===== src/sv/ppu_bmm_pkg.sv =====
// shared constants, types and the decoded address struct for the picture bus memory map
`timescale 1ns / 1ps
package ppu_bmm_pkg;

  localparam int unsigned PatternBytes   = 8192;
  localparam int unsigned NametableBytes = 2048;
  localparam int unsigned PaletteBytes   = 32;

  localparam int unsigned PatAw = $clog2(PatternBytes);
  localparam int unsigned NtAw  = $clog2(NametableBytes);
  localparam int unsigned PalAw = $clog2(PaletteBytes);

  // clearing pass covers the larger store, the smaller one is swept repeatedly
  localparam int unsigned ClrLen = (PatternBytes > NametableBytes) ?
                                   PatternBytes : NametableBytes;
  localparam int unsigned ClrAw  = $clog2(ClrLen);

  typedef enum logic [1:0] {
    CmdRead  = 2'd0,
    CmdWrite = 2'd1,
    CmdLoad  = 2'd2,
    CmdNone  = 2'd3
  } cmd_e;

  typedef enum logic [1:0] {
    MirSingleLo = 2'd0,
    MirSingleHi = 2'd1,
    MirVert     = 2'd2,
    MirHoriz    = 2'd3
  } mirror_e;

  // configuration register indexes
  localparam logic CfgMirrorMode  = 1'b0;
  localparam logic CfgPatternIsRam = 1'b1;

  typedef enum logic [1:0] {
    RegPattern   = 2'd0,
    RegNametable = 2'd1,
    RegPalette   = 2'd2,
    RegZero      = 2'd3
  } region_e;

  typedef struct packed {
    region_e            region;
    logic [PatAw-1:0]   pat_idx;
    logic [NtAw-1:0]    nt_idx;
    logic [PalAw-1:0]   pal_idx;
  } dec_t;

endpackage


===== src/sv/ppu_bmm_addr_dec.sv =====
// picture bus address folding, region select and mirroring
`timescale 1ns / 1ps
module ppu_bmm_addr_dec (
  input  logic [15:0]          bus_address_i,
  input  logic [1:0]           mirror_mode_i,
  output ppu_bmm_pkg::dec_t    dec_o
);
  import ppu_bmm_pkg::*;

  logic [15:0] addr;
  logic        table_sel;
  logic [10:0] nt_full;
  logic [4:0]  pal_full;

  always_comb begin
    // 0x4000 and above fold onto 0x3xxx
    if (bus_address_i[15:14] != 2'b00) begin
      addr = {4'h3, bus_address_i[11:0]};
    end else begin
      addr = bus_address_i;
    end

    unique case (mirror_e'(mirror_mode_i))
      MirSingleLo: table_sel = 1'b0;
      MirSingleHi: table_sel = 1'b1;
      MirVert:     table_sel = addr[10];
      MirHoriz:    table_sel = addr[11];
      default:     table_sel = addr[11];
    endcase

    nt_full  = {table_sel, addr[9:0]};
    // entries 0x10, 0x14, 0x18, 0x1c alias entries 0x00, 0x04, 0x08, 0x0c
    pal_full = (addr[1:0] != 2'b00) ? addr[4:0] : {1'b0, addr[3:0]};

    if (addr[15:13] == 3'b000) begin
      dec_o.region = RegPattern;
    end else if (addr[13:8] == 6'h3F) begin
      dec_o.region = RegPalette;
    end else begin
      dec_o.region = RegNametable;
    end

    dec_o.pat_idx = PatAw'({3'b000, addr[12:0]});
    dec_o.nt_idx  = NtAw'(nt_full);
    dec_o.pal_idx = PalAw'(pal_full);
  end

endmodule


===== config.mk =====
export PLATFORM = sky130hd
export DESIGN_NAME = ppu_bmm_addr_dec
export DESIGN_NICKNAME = d
export VERILOG_FILES = /design/src/sv/ppu_bmm_pkg.sv /design/src/sv/ppu_bmm_addr_dec.sv
export SDC_FILE = /design/constraint.sdc
export NUM_CORES = 1
export LEC_CHECK = 0
export BUFFER_PORTS_ARGS = -buffer_cell sky130_fd_sc_hd__buf_2
export CAP_MARGIN = 30
export CORE_AREA = 2 2 39 41
export DETAILED_ROUTE_END_ITERATION = 10
export DIE_AREA = 0 0 41 43
export PLACE_DENSITY_LB_ADDON = 0.15
export SLEW_MARGIN = 40
export SYNTH_ARGS = -nofsm -noshare
export SYNTH_HDL_FRONTEND = slang
export SYNTH_SLANG_ARGS = --single-unit

===== constraint.sdc =====
create_clock -name vclk -period 1.53
set_clock_uncertainty 0.05 [all_clocks]
set_input_delay 0.153 -clock vclk [all_inputs]
set_output_delay 0.153 -clock vclk [all_outputs]
set_load 0.05 [all_outputs]

# Yosys cells after proc, flatten, opt, wreduce, memory -nomap -nowiden
# Cells that the tools add are included.
[word_totals] out_inout_bits=31 elab_cells=13 ff_bits=0 in_bits=18
[classes] n_reduce_logical=4 mux=5 eq_ne=4
[op_table] cell="$mux 16" n=1
[op_table] cell="$eq 6x6->1 const B" n=1
[op_table] cell="$mux 5" n=1
[op_table] cell="$eq 2x2->1 const B" n=2
[op_table] cell="$mux 2" n=2
[op_table] cell="$pmux 1 s4" n=1
[op_table] cell="$reduce_bool 2->1" n=2
[op_table] cell="$logic_not 3->1" n=1
[op_table] cell="$eq 2x1->1 const B" n=1
[op_table] cell="$logic_not 2->1" n=1

# Depth between registers and ports, before layout
[logic_depth] word_depth=5 depth_mapped=3 depth_no_buf=2

# Worst setup path after synthesis
# No wires, ideal clock.
[synth_path] path_kind="input to output" start="in bus_address_i[15]" end="out dec_o[29] (netlist name)" path_buffers=0 cell_stages=2 slack_ns=0.165 arrival_time_ns=1.162 t_required_ns=1.327 path_cell_list="or3_4 -> a21oi_2"
[synth_lines] item="start, declared" line_no="ppu_bmm_addr_dec.sv:4" text="input logic [15:0] bus_address_i,"
[synth_lines] item="end, declared" line_no="ppu_bmm_addr_dec.sv:6" text="output ppu_bmm_pkg::dec_t dec_o"

==> results_dict.tcl <==
set metrics [dict create \
    wl_um 455 \
    criticalPathCategory "in -> out" \
    critPathBufInv 2 \
    io_buffers 32 \
    via_count 230 \
    place_congestion 0.602 \
    setup_tns_ps 0 \
    timing.final.crit_share 0.816 \
    track_usage 0.0450 \
    die_area_um2 1760 \
    drc 0 \
    leakage_nw 0.148 \
    cp-end-kind "output pin" \
    p_switching_uw 117 \
    regArea_um2 0 \
    whs_ps 256 \
    synth_cell_types 10 \
    post-place-ws_ps 289 \
    synth_top_area_frac 0.753 \
    fin_area_um2 246 \
    slew_violations 0 \
    cp_top_family "simple AND/OR/NAND/NOR gates" \
    finalWorstSetupSlack_ps 282 \
    max_stage_delay_ps 400 \
    cts_resized 0 \
    areaGrowthSynthToFinish_pct -8.37 \
    grt_pass1_vias 161 \
    rows 14 \
    worst-path-max-fanout 3 \
    critPathRequiredTime_ps 1330 \
    avgSynthCellArea_um2 7.47 \
    cp_common_cell "buf_2" \
    hp-class "in -> out" \
    ctsHoldBuffers 0 \
    clock_power_share 0 \
    startpoint_type "input pin" \
    drt_iter0_drc 0 \
    maxCapViolations 0 \
    syn_inst 36 \
    crit_chain "buf_2, or3_4, a21oi_2, buf_2" \
    placed_area_um2 246 \
    netlist_area_um2 269 \
    max_freq_mhz 801 \
    outcome "complete, no violations" \
    final_core_util 0.178 \
    yosys.area.top_type "buf_4" \
    slowest_stage "or3_4" \
    seq_power_share 0 \
    start_util 0.194 \
    irDropWorstVdd_uv 116 \
    worstMarginPinSlew_ps 255 \
    ios 49 \
    clockBufferCount 0 \
    die_w_um 41 \
    design.core.area_um2 1380 \
    min_period_ps 1250 \
    finalNetCount 61 \
    drive_above_1_share 0.829 \
    rsz0062_at_grt "no" \
    synth_warnings 0 \
    power.density_nw_per_um2 619 \
    grt_start_max_net_pins 5 \
    antenna_left 0 \
    routed_via_density 4.04 \
    syn_nets 54 \
    max_slew_margin 0.831 \
    cp.arrival_ps 1040 \
    yosysSeqAreaShare 0 \
    post_drt_wl_per_cell_um 7.98 \
    antenna_found_initial 0 \
    drt_pre_antenna_iters 1 \
    postCtsSetupRepairBufs 0 \
    finalSetupViolCount 0 \
    grt_pass1_wl_um 607 \
    gr-total-overflow 0 \
    seq_cell_count 0 \
    synth.area.top_cells "buf_4 (75%), or3_4 (4.2%), o311a_1 (3.7%), a21oi_2 (3.3%), and4_1 (3.3%)" \
    yosysMostFrequentCell "buf_4" \
    p_int_uw 35.2 \
    antennaDiodeCount 0 \
    die_y_um 43 \
    hold_viol 0 \
    p_sw_frac 0.769 \
    p_comb_frac 1.000 \
]
-- per-layer routing --
layer,part of all wire,global-route usage
met2,0.45,0.0938
met3,0.28,0.0105
met1,0.26,0.0411
met5,0,0
met4,0,0
-- final cells by class --
cell class                 instances  area, um2
fill                             155       1140
timing repair buffer              32        160
multi-input combinational          8       62.6
tap                               16       20.0
inverter                           1       3.75
-- path summary, 6_finish.rpt --
path / slack [ps] / endpoint / cells past startpoint / start
max: 280 / dec_o[29] / 4 / bus_address_i[15]
min: 260 / dec_o[7] / 0 / bus_address_i[2]
-- kinds of logic after synthesis --
kind of cell | count (synthesis) | synth area share
AOI/OAI and AO/OA | 5 | 0.140
buffers and inverters | 28 | 0.767
and+or+nand+nor | 3 | 0.0930
-- power groups by stage --
stage	clock network [mW]	logic, mW	registers, mW
2_1_floorplan	0	0.222	0
3_3_place_gp	0	0.155	0
3_5_place_dp	0	0.153	0
4_1_cts	0	0.153	0
5_1_grt	0	0.161	0
6_report	0	0.153	0
-- layout by cell type, fill, tap and decap left out --
cell,netlist,final
buf_2,0,32
inv_1,1,1
a21oi_1,1,1
a31oi_1,1,1
or3_4,1,1
and4_1,1,1
nor3_1,1,1
a21oi_2,1,1
o21a_1,1,1
o311a_1,1,1
-- through the flow --
step | std cells | power [mW]
after global routing | 57 | 0.161
after global placement | 57 | 0.155
final | 57 | 0.153
after CTS | 57 | 0.153
after floorplan | 36 | 0.222
after detailed placement | 57 | 0.153
Note: power is estimated with default switching activity, not from simulation.
